`src/sv/lcgr_pkg.sv`:
```
// Shared constants and types for the LCG random-in-range block.
// No dependencies; imported by every module of the block.
`default_nettype none

package lcgr_pkg;

  localparam int unsigned STATE_W = 32;
  localparam int unsigned VAL_W   = 16;
  localparam int unsigned RAW_W   = 15;
  localparam int unsigned SPAN_W  = VAL_W + 1;
  localparam int unsigned CNT_W   = $clog2(RAW_W);

  localparam logic [STATE_W-1:0] LCG_MUL = 32'd1103515245;
  localparam logic [STATE_W-1:0] LCG_ADD = 32'd12345;
  localparam logic [STATE_W-1:0] SEED_RST = 32'd1;

  // raw draw sits at bits 30..16 of the new state
  localparam int unsigned RAW_LSB = 16;

  typedef struct packed {
    logic              start;
    logic [RAW_W-1:0]  dividend;
    logic [SPAN_W-1:0] divisor;
  } mod_req_t;

  typedef struct packed {
    logic             done;
    logic [RAW_W-1:0] remainder;
  } mod_rsp_t;

endpackage

`default_nettype wire

```
`src/sv/lcg_random_in_range_unit.sv`:
```
// LCG random draw reduced into [min, max]: top level with sequencer.
// Depends on lcgr_pkg and lcgr_mod_unit.
//
// Usage:
//   Input channel (in_valid_i/in_ready_o) takes one word of max/min bounds.
//   Each word advances a 32-bit LCG once and yields one output word on
//   out_valid_o/out_ready_i: value = min + raw mod (max-min+1), fraction
//   = raw draw as Q0.15, range_error when max == min-1 (value = min).
//   If max < min-1 the raw draw is added to min unreduced.
//   Config channel (cfg_valid_i/cfg_ready_o) loads seed_i into the state;
//   it is taken only while the block is idle.
//   Sequence from input accept to out_valid_o: a multiply step, an add
//   step, a start step, 15 remainder steps in the serial unit, its done
//   step and the output load. One word in flight: no new word is taken
//   until the result of the last one is loaded into the output register.
//   in_ready_o is high only while idle; the next word may be accepted while
//   a result waits in the output register.
//   If the receiver stalls, the next result is held back until the output
//   register frees; the output payload stays stable meanwhile.
//   Reset: state = 1, output empty, block idle.
`default_nettype none

module lcg_random_in_range_unit
  import lcgr_pkg::*;
(
  input  wire logic               clk_i,
  input  wire logic               rst_ni,
  input  wire logic               cfg_valid_i,
  output logic                    cfg_ready_o,
  input  wire logic [STATE_W-1:0] seed_i,
  input  wire logic               in_valid_i,
  output logic                    in_ready_o,
  input  wire logic [VAL_W-1:0]   max_value_i,
  input  wire logic [VAL_W-1:0]   min_value_i,
  output logic                    out_valid_o,
  input  wire logic               out_ready_i,
  output logic [VAL_W-1:0]        value_o,
  output logic [RAW_W-1:0]        fraction_o,
  output logic                    range_error_o
);

  typedef enum logic [2:0] {
    S_IDLE,
    S_MUL,
    S_ADD,
    S_START,
    S_WAIT,
    S_FIN
  } state_e;

  state_e            state_q;
  logic [STATE_W-1:0] gen_q;
  logic [STATE_W-1:0] prod_q;
  logic [VAL_W-1:0]   max_q, min_q;
  logic               err_q, neg_q;
  logic [SPAN_W-1:0]  span_q;
  logic [RAW_W-1:0]   rem_q;
  logic               out_valid_q;
  logic [VAL_W-1:0]   value_q;
  logic [RAW_W-1:0]   fraction_q;
  logic               range_error_q;

  logic               in_acc, cfg_acc;
  logic               out_load;
  logic [SPAN_W:0]    span_full;
  logic [RAW_W-1:0]   raw;
  logic [RAW_W-1:0]   offset;
  mod_req_t           mod_req;
  mod_rsp_t           mod_rsp;

  assign in_ready_o  = (state_q == S_IDLE);
  assign cfg_ready_o = (state_q == S_IDLE);
  assign in_acc      = in_valid_i && in_ready_o;
  assign cfg_acc     = cfg_valid_i && cfg_ready_o;
  assign out_load    = (state_q == S_FIN) && (!out_valid_q || out_ready_i);

  // signed 18-bit span, cannot wrap
  assign span_full = {2'b00, max_q} + (SPAN_W+1)'(1) - {2'b00, min_q};
  assign raw       = gen_q[RAW_LSB +: RAW_W];

  always_comb begin
    priority if (err_q) begin
      offset = '0;
    end else if (neg_q) begin
      offset = raw;
    end else begin
      offset = rem_q;
    end
  end

  assign mod_req.start    = (state_q == S_START);
  assign mod_req.dividend = raw;
  assign mod_req.divisor  = span_q;

  lcgr_mod_unit u_mod (
    .clk_i  (clk_i),
    .rst_ni (rst_ni),
    .req_i  (mod_req),
    .rsp_o  (mod_rsp)
  );

  always_ff @(posedge clk_i or negedge rst_ni) begin
    if (!rst_ni) begin
      state_q     <= S_IDLE;
      gen_q       <= SEED_RST;
      out_valid_q <= 1'b0;
    end else begin
      if (out_load) begin
        out_valid_q <= 1'b1;
      end else if (out_ready_i) begin
        out_valid_q <= 1'b0;
      end
      unique case (state_q)
        S_IDLE: begin
          if (cfg_acc) begin
            gen_q <= seed_i;
          end
          if (in_acc) begin
            state_q <= S_MUL;
          end
        end
        S_MUL: begin
          state_q <= S_ADD;
        end
        S_ADD: begin
          gen_q   <= prod_q + LCG_ADD;
          state_q <= S_START;
        end
        S_START: begin
          state_q <= S_WAIT;
        end
        S_WAIT: begin
          if (mod_rsp.done) begin
            state_q <= S_FIN;
          end
        end
        S_FIN: begin
          if (out_load) begin
            state_q <= S_IDLE;
          end
        end
        default: begin
          state_q <= S_IDLE;
        end
      endcase
    end
  end

  // datapath registers
  always_ff @(posedge clk_i) begin
    if (in_acc) begin
      max_q <= max_value_i;
      min_q <= min_value_i;
    end
    if (state_q == S_MUL) begin
      prod_q <= gen_q * LCG_MUL;
    end
    if (state_q == S_ADD) begin
      err_q  <= (span_full == '0);
      neg_q  <= span_full[SPAN_W];
      span_q <= span_full[SPAN_W-1:0];
    end
    if (state_q == S_WAIT && mod_rsp.done) begin
      rem_q <= mod_rsp.remainder;
    end
    if (out_load) begin
      value_q       <= min_q + VAL_W'(offset);
      fraction_q    <= raw;
      range_error_q <= err_q;
    end
  end

  assign out_valid_o   = out_valid_q;
  assign value_o       = value_q;
  assign fraction_o    = fraction_q;
  assign range_error_o = range_error_q;

endmodule

`default_nettype wire

```
`src/sv/lcgr_mod_unit.sv`:
```
// Bit-serial restoring remainder unit: one dividend bit per cycle.
// Depends on lcgr_pkg.
`default_nettype none

module lcgr_mod_unit
  import lcgr_pkg::*;
(
  input  wire logic     clk_i,
  input  wire logic     rst_ni,
  input  wire mod_req_t req_i,
  output mod_rsp_t      rsp_o
);

  logic              busy_q, busy_d;
  logic              done_q, done_d;
  logic [CNT_W-1:0]  cnt_q, cnt_d;
  logic [RAW_W-1:0]  rem_q, rem_d;
  logic [RAW_W-1:0]  dvd_q, dvd_d;
  logic [SPAN_W-1:0] div_q, div_d;
  logic [RAW_W:0]    trial;

  // the partial remainder never exceeds the dividend bits consumed so far
  assign trial = {rem_q, dvd_q[RAW_W-1]};

  always_comb begin
    busy_d = busy_q;
    done_d = 1'b0;
    cnt_d  = cnt_q;
    rem_d  = rem_q;
    dvd_d  = dvd_q;
    div_d  = div_q;
    if (req_i.start && !busy_q) begin
      busy_d = 1'b1;
      cnt_d  = '0;
      rem_d  = '0;
      dvd_d  = req_i.dividend;
      div_d  = req_i.divisor;
    end else if (busy_q) begin
      if ({1'b0, trial} >= div_q) begin
        rem_d = RAW_W'({1'b0, trial} - div_q);
      end else begin
        rem_d = trial[RAW_W-1:0];
      end
      dvd_d = {dvd_q[RAW_W-2:0], 1'b0};
      cnt_d = cnt_q + CNT_W'(1);
      if (cnt_q == CNT_W'(RAW_W - 1)) begin
        busy_d = 1'b0;
        done_d = 1'b1;
      end
    end
  end

  always_ff @(posedge clk_i or negedge rst_ni) begin
    if (!rst_ni) begin
      busy_q <= 1'b0;
      done_q <= 1'b0;
      cnt_q  <= '0;
    end else begin
      busy_q <= busy_d;
      done_q <= done_d;
      cnt_q  <= cnt_d;
    end
  end

  always_ff @(posedge clk_i) begin
    rem_q <= rem_d;
    dvd_q <= dvd_d;
    div_q <= div_d;
  end

  assign rsp_o.done      = done_q;
  assign rsp_o.remainder = rem_q;

endmodule

`default_nettype wire

```
`config.mk`:
```
export PLATFORM = sky130hd
export DESIGN_NAME = lcg_random_in_range_unit
export DESIGN_NICKNAME = d
export VERILOG_FILES = /design/src/sv/lcgr_pkg.sv /design/src/sv/lcg_random_in_range_unit.sv /design/src/sv/lcgr_mod_unit.sv
export SDC_FILE = /design/constraint.sdc
export NUM_CORES = 1
export LEC_CHECK = 0
export ABC_AREA = 0
export BUFFER_PORTS_ARGS = -buffer_cell sky130_fd_sc_hd__buf_2
export CAP_MARGIN = 20
export CORE_ASPECT_RATIO = 1.2
export CORE_UTILIZATION = 55
export DETAILED_ROUTE_END_ITERATION = 16
export GPL_TIMING_DRIVEN = 0
export PLACE_DENSITY = 0.83
export SLEW_MARGIN = 25
export SYNTH_ARGS = -nofsm -noshare
export SYNTH_HDL_FRONTEND = slang
export SYNTH_SLANG_ARGS = --single-unit
```
`constraint.sdc`:
```
create_clock -name clk_i -period 6.7 [get_ports clk_i]
set_clock_uncertainty 0.05 [all_clocks]
set_input_delay 0 -clock clk_i [delete_from_list [all_inputs] [get_ports clk_i]]
set_output_delay 0 -clock clk_i [all_outputs]
set_load 0.01 [all_outputs]
```
==> flow_summary.json, run 1 <==
{
  "placedInstanceArea_um2": 19800,
  "synth_mux_area_share_pct": 1.98,
  "cts_tree": "done",
  "rsz0062_at_grt": "yes",
  "syn_area_um2": 18600,
  "setup_ws_ns": 0.117,
  "grt_pass1_vias": 14500,
  "area_growth_pct": 17.5,
  "slowest_stage": "fa_1",
  "drc_errors": 0,
  "dr.pass1.iters": 5,
  "synth-simple-area-share_pct": 7.39,
  "synth-xor-area-share_pct": 5.14,
  "cts_sinks": 217,
  "die_w_um": 170,
  "vias": 13600,
  "grtUsageTotal_pct": 29.6,
  "violations": "hold timing",
  "cts_buffer_depth": 3,
  "clk_pin_slew_ns": 0.06,
  "crit_arrival_ns": 6.79,
  "synth_cells": 1709,
  "synthArstFlopShare_pct": 18.9,
  "clock.fmax_mhz": 152,
  "worst-setup-path-type": "reg -> reg",
  "dpl_worst_slack_ns": -0.936,
  "start_util_pct": 56.0,
  "startpoint_type": "register",
  "synthAdderAreaFrac_pct": 35.2,
  "hold_viol": 27,
  "grt_max_degree": 42,
  "portBuffers": 102,
  "core_area_um2": 33200,
  "grt_first_pass_wirelength_um": 76900,
  "cp_cell_sequence": "ha_4 > xor2_4 > ha_2 > a21oi_2 > fa_1 > fa_1 > inv_1 > fa_1 > fa_1 > fa_1 > inv_1 > fa_1 > inv_1 > ha_4 > and3_4 > and3_1 > a211oi_2 > o21ai_1 > a31oi_2 > buf_4 > o21ai_2 > o31ai_4 > o211ai_1",
  "place_congestion": 0.993,
  "synth_compound_area_share_pct": 8.72,
  "nets": 2429,
  "fillers": 2383,
  "viasPerCell": 5.62,
  "root_buffer": "clkbuf_16",
  "synth_ff_type": "edfxtp_1",
  "drive_gt1_share_pct": 14.0,
  "antenna_cells": 0,
  "maxSlewViolCount": 0,
  "syn_nets": 2192,
  "die_h_um": 203,
  "crit_path_frequent_cell": "fa_1",
  "wl_per_cell_um": 20.9,
  "insertion_delay_ns": 0.52,
  "final_area_um2": 21800,
  "drt_iter0_drc": 898,
  "fin_util_pct": 65.9,
  "dp_hpwl_um": 38400,
  "routed_wl_um": 50400,
  "yosysMostFrequentCell": "inv_1",
  "yosys_warnings": 0,
  "setup_viol": 0,
  "period_share_pct": 98.2,
  "ys_top_cells_by_area": "edfxtp_1 26%, fa_1 19%, ha_1 16%",
  "synth_edf_count": 161,
  "drtAntennaViolNets": 0,
  "synth_seq_cells": 217,
  "maxSlewHeadroom_pct": 39.0,
  "yosysSeqAreaShare_pct": 33.2,
  "worst_slew_pin_slew_ns": 0.916,
  "cts_buffers": 23,
  "io_pins": 104,
  "netlist_top_cells_count": "390 x inv_1, 234 x ha_1, 180 x fa_1, 161 x edfxtp_1, 77 x xnor2_1",
  "drv_cap": 0,
  "cp_max_fo": 5,
  "period_needed_ns": 6.58,
  "yosysTopAreaCellShare_pct": 26.0,
  "hold_ws_ns": -0.0235,
  "end_kind": "register",
  "yosysTopAreaCell": "edfxtp_1",
  "cts_max_level": 1,
  "avgSynthCellArea_um2": 10.9,
  "die-area_um2": 34500,
  "status": "complete, but fails checks",
  "antenna_found_initial": 0,
  "rows": 73,
  "ys_types": 66,
  "grt_remaining_overflow": 0,
  "hold_class": "in -> async",
  "critPathRequiredTime_ns": 6.90,
  "synth_top_family_by_area": "adder cells",
  "slowest_delay_ns": 0.58
}
## area by class of cell
class / count / area, um2 / share of cell area, %
multi-input combinational: 1077 / 11300 / 51.7
sequential: 217 / 6190 / 28.3
timing repair buffer: 212 / 1570 / 7.18
inverter: 390 / 1470 / 6.72
clock buffer: 32 / 619 / 2.84
tap: 450 / 563 / 2.58
buffer: 25 / 109 / 0.498
clock inverter: 9 / 42.5 / 0.195
## worst max-delay path: cells and delay by family, from the launching register on
| family | cells | cell delay (ns) |
|---|---|---|
| xor+xnor | 1 | 0.19 |
| buf+inv | 4 | 0.36 |
| flops | 1 | 0.51 |
| simple gates | 2 | 0.36 |
| compound gates | 7 | 1.00 |
| fa+ha+maj | 9 | 3.86 |
## layout by cell type, fill, tap and decap left out, drive strengths merged, types with 9 or more instances in the layout
| cell | n |
|---|---|
| a211oi | 22 |
| nor2 | 70 |
| o21bai | 11 |
| dlygate4sd3 | 66 |
| nand2 | 60 |
| and3 | 27 |
| xor2 | 32 |
| a21oi | 61 |
| dfrtp | 40 |
| nand3 | 19 |
| nand2b | 14 |
| o21ai | 57 |
| ha | 234 |
| dfxtp | 15 |
| mux2 | 14 |
| buf | 151 |
| clkbuf | 52 |
| edfxtp | 161 |
| mux2i | 21 |
| or3 | 9 |
| a21o | 16 |
| xnor2 | 77 |
| a22oi | 11 |
| fa | 180 |
| nor3 | 19 |
| inv | 389 |
| nor2b | 16 |
| a221o | 14 |
## final timing paths
| kind | start | endpoint | slack [ns] | cells after the start |
|---|---|---|---|---|
| setup / recovery | gen_q[7] | prod_q[30] | 0.12 | 23 |
| hold / removal | rst_ni | out_valid_o | -0.02 | 2 |
| setup reg to reg | gen_q[7] | prod_q[30] | 0.12 | 23 |
| hold reg to reg | span_q[12] | u_mod.div_q[12] | 0.37 | 0 |
| max in group asynchronous | rst_ni | gen_q[16] | 6.16 | 2 |
| min in group clk_i | max_value_i[15] | max_q[15] | 0.15 | 2 |
## metal layers
metal / up-vias / share of wire (%) / global-route usage (%)
li1: 6141 / - / -
met2: 539 / 52 / 54.0
met3: 217 / 4.8 / 3.18
met5: - / 0 / 0
met1: 6664 / 35 / 32.4
met4: 0 / 8.0 / 19.8
## cell families (layout without fill, tap and decap cells)
| family | Yosys count | in the layout |
|---|---|---|
| buffers and inverters | 415 | 668 |
| adder cells (fa/ha/maj) | 414 | 414 |
| AND/OR/NAND/NOR | 273 | 273 |
| AO/OA/AOI/OAI | 246 | 246 |
| flip-flops | 217 | 217 |
| XOR/XNOR | 109 | 109 |
| multiplexers | 35 | 35 |
## what timing repair did
action,in CTS,in global routing
hold buffers,66,0
gates cloned,0,0
pin swaps,13,23
hold endpoints to repair,107,0
buffers inserted,19,17
resized for setup,51,39
setup endpoints to repair,9,8
## state kept, by name (all words and copies together) (netlist names), 16 cells and up
name         cells
gen_q           31
prod_q          31
value_o         16
u_mod.div_q     17
min_q           16
max_q           16
span_q          17
## per-stage QoR
step,std cells,hold WS (ns),setup TNS [ns]
2_1_floorplan,1709,-0.346,0
3_3_place_gp,2261,0.126,-3.99
3_5_place_dp,2269,0.128,-4.47
4_1_cts,2395,0.126,0
5_1_grt,2412,0.0410,-0.196
6_report,2412,-0.0235,0
Power of run 1 is not shown: default switching activity piles up to over one toggle a cycle in this logic, so the estimate is an artifact.
==> run 2: changes to the inputs <==
- SYNTH_HIERARCHICAL: default -> 1
==> flow_summary.json, run 2 <==
{
  "dpl_worst_slack_ns": -0.575,
  "yosysTopAreaCellShare_pct": 26.0,
  "area_growth_pct": 16.9,
  "rows": 73,
  "period_share_pct": 98.0,
  "portBuffers": 102,
  "synthArstFlopShare_pct": 18.9,
  "worst-setup-path-type": "reg -> reg",
  "final.setup.tns_ns": 0,
  "place_congestion": 1.03,
  "met3_wirelength_um": 3310,
  "drt_iter0_drc": 1109,
  "ys_types": 82,
  "critPathRequiredTime_ns": 6.91,
  "viasPerCell": 5.62,
  "met1_length_um": 17200,
  "final_area_um2": 21700,
  "antenna_found_initial": 0,
  "nets": 2420,
  "wl_per_cell_um": 20.3,
  "cts_buffers": 23,
  "p_per_area_nw_per_um2": 129,
  "syn_nets": 2192,
  "yosys_warnings": 6,
  "start_util_pct": 55.9,
  "synth_seq_cells": 217,
  "clock.fmax_mhz": 152,
  "p_leak_nw": 9.97,
  "drc_errors": 0,
  "netlist_top_cells_count": "387 x inv_1, 237 x ha_1, 176 x fa_1, 161 x edfxtp_1, 84 x xnor2_1",
  "violations": "hold timing",
  "antenna_cells": 0,
  "grtUsageTotal_pct": 29.1,
  "drtAntennaViolNets": 0,
  "synth_edf_count": 161,
  "startpoint_type": "register",
  "io_pins": 104,
  "end_kind": "register",
  "instances_no_fill": 2404,
  "die_w_um": 170,
  "cts_max_level": 1,
  "vias": 13500,
  "reg_top3": "gen_q: 31 flops, prod_q: 31 flops",
  "status": "complete, but fails checks",
  "top_layer": "met4",
  "ys_top_cells_by_area": "edfxtp_1 26%, fa_1 19%, ha_1 16%",
  "setup_viol": 0,
  "grt_max_degree": 42,
  "hold_ws_ns": -0.00920,
  "setup_ws_ns": 0.134,
  "drv_cap": 0,
  "wl_met2_um": 25200,
  "yosysMostFrequentCell": "inv_1",
  "hold_class": "in -> async",
  "synth_cells": 1710,
  "drive_gt1_share_pct": 14.2,
  "fin_util_pct": 65.4,
  "worst_slew_pin_slew_ns": 0.840,
  "yosysSeqAreaShare_pct": 33.1,
  "cts_tree": "done",
  "routed_wl_um": 48800,
  "grt_pass1_vias": 14200,
  "cp_max_fo": 5,
  "avgSynthCellArea_um2": 10.9,
  "die-area_um2": 34600,
  "final_cell_mix": "386 x inv_1, 215 x ha_1, 174 x fa_1",
  "synth_ff_type": "edfxtp_1",
  "cts_buffer_depth": 3,
  "die_h_um": 203,
  "placedInstanceArea_um2": 19800,
  "dp_cells": 2268,
  "crit_arrival_ns": 6.77,
  "period_needed_ns": 6.57,
  "yosysTopAreaCell": "edfxtp_1",
  "vdd_drop_max_mv": 0.181,
  "final_common_cell": "inv_1",
  "grt_remaining_overflow": 0,
  "maxSlewHeadroom_pct": 43.9,
  "cts_sinks": 217,
  "core_area_um2": 33200,
  "insertion_delay_ns": 0.52,
  "maxSlewViolCount": 0,
  "dr.pass1.iters": 6,
  "clk_pin_slew_ns": 0.07,
  "grt_first_pass_wirelength_um": 75500,
  "hold_viol": 9,
  "syn_area_um2": 18600,
  "dp_hpwl_um": 38100,
  "root_buffer": "clkbuf_16"
}
## run 2: cell types whose count changed after synthesis, moves of 5 or more
cell      delta
a221o_1     -13
o21ai_1     +16
and3_1      -17
nor2b_1      -7
nor2_1       +8
a211oi_1    -18
nor3_1       -6
nand2_1     +16
xor2_1       +9
a31oi_1      +5
nand3_1      +9
xnor2_1      +7
o21ai_0     -14
## run 2: per-layer routing
metal / global-route usage (%) / vias up
li1: - / 6095
met1: 32.6 / 6620
met2: 53.0 / 617
met3: 4.42 / 188
met4: 15.2 / 0
met5: 0 / -
## run 2: stage by stage
| step | hold WS, ns | power (W) |
|---|---|---|
| global route | 0.0505 | 0.00287 |
| detailed placement | 0.128 | 0.00149 |
| global placement | 0.127 | 0.00149 |
| floorplan | -0.346 | 0.00146 |
| CTS | 0.101 | 0.00282 |
| finish | -0.00920 | 0.00280 |
## run 2: what timing repair did
item | CTS | global route
gates cloned | 0 | 0
hold endpoints to repair | 106 | 0
hold buffers | 67 | 0
pin swaps | 4 | 18
buffers inserted | 12 | 16
gates resized for setup | 33 | 34
endpoints found under the setup margin | 9 | 8
## run 2: cell type report
type | count | area (um2)
multi-input combinational | 1081 | 11200
inverter | 388 | 1460
clock buffer | 28 | 636
fill | 2411 | 11500
sequential | 217 | 6190
clock inverter | 13 | 140
timing repair buffer | 203 | 1480
buffer | 24 | 130
tap | 450 | 563
## run 2: critical path, stage by stage, from the launching register on
cell and delay (ns):
dfrtp_2 0.51, buf_6 0.17, ha_4 0.17, xor2_4 0.15, ha_2 0.17, nor2_2 0.12
fa_1 0.46, fa_1 0.54, inv_1 0.05, fa_1 0.51, fa_2 0.48, fa_1 0.57
inv_2 0.05, fa_1 0.53, inv_1 0.06, ha_4 0.23, a21o_1 0.17, a21o_1 0.20
a21oi_2 0.15, o21ai_1 0.09, a21oi_2 0.17, o41ai_4 0.12, a211o_1 0.32, a21oi_2 0.14
xnor2_1 0.10
## run 2: worst paths after layout
kind	cells after the start	end	start	slack, ns
min	2	gen_q[1]	rst_ni	-0.009
max	24	prod_q[30]	gen_q[6]	0.13
min in group clk_i	2	max_q[9]	max_value_i[9]	0.14
max reg2reg	24	prod_q[30]	gen_q[6]	0.13
min reg2reg	0	u_mod/div_q[5]	span_q[5]	0.37
max in group asynchronous	2	gen_q[16]	rst_ni	6.12
## run 2: kinds of logic (layout without fill, tap and decap cells)
| kind of cell | count (synthesis) | after routing | synth area share, % |
|---|---|---|---|
| AOI/OAI and AO/OA | 239 | 239 | 8.69 |
| buffers and inverters | 412 | 656 | 8.53 |
| xor gates and xnor gates | 125 | 125 | 5.89 |
| and+or+nand+nor | 273 | 273 | 7.10 |
| DFF | 217 | 217 | 33.1 |
| adders and majority gates | 413 | 413 | 34.9 |
| muxes | 31 | 31 | 1.76 |
## run 2: power breakdown
group	leakage, nW	switching, W	internal, W
Clock	0.389	0.000544	0.000761
Sequential	1.95	0.0000000000000000000126	0.00143
Combinational	7.63	0.0000232	0.0000393
Total	9.97	0.000567	0.00223
Note: power is estimated with default switching activity, not from simulation.
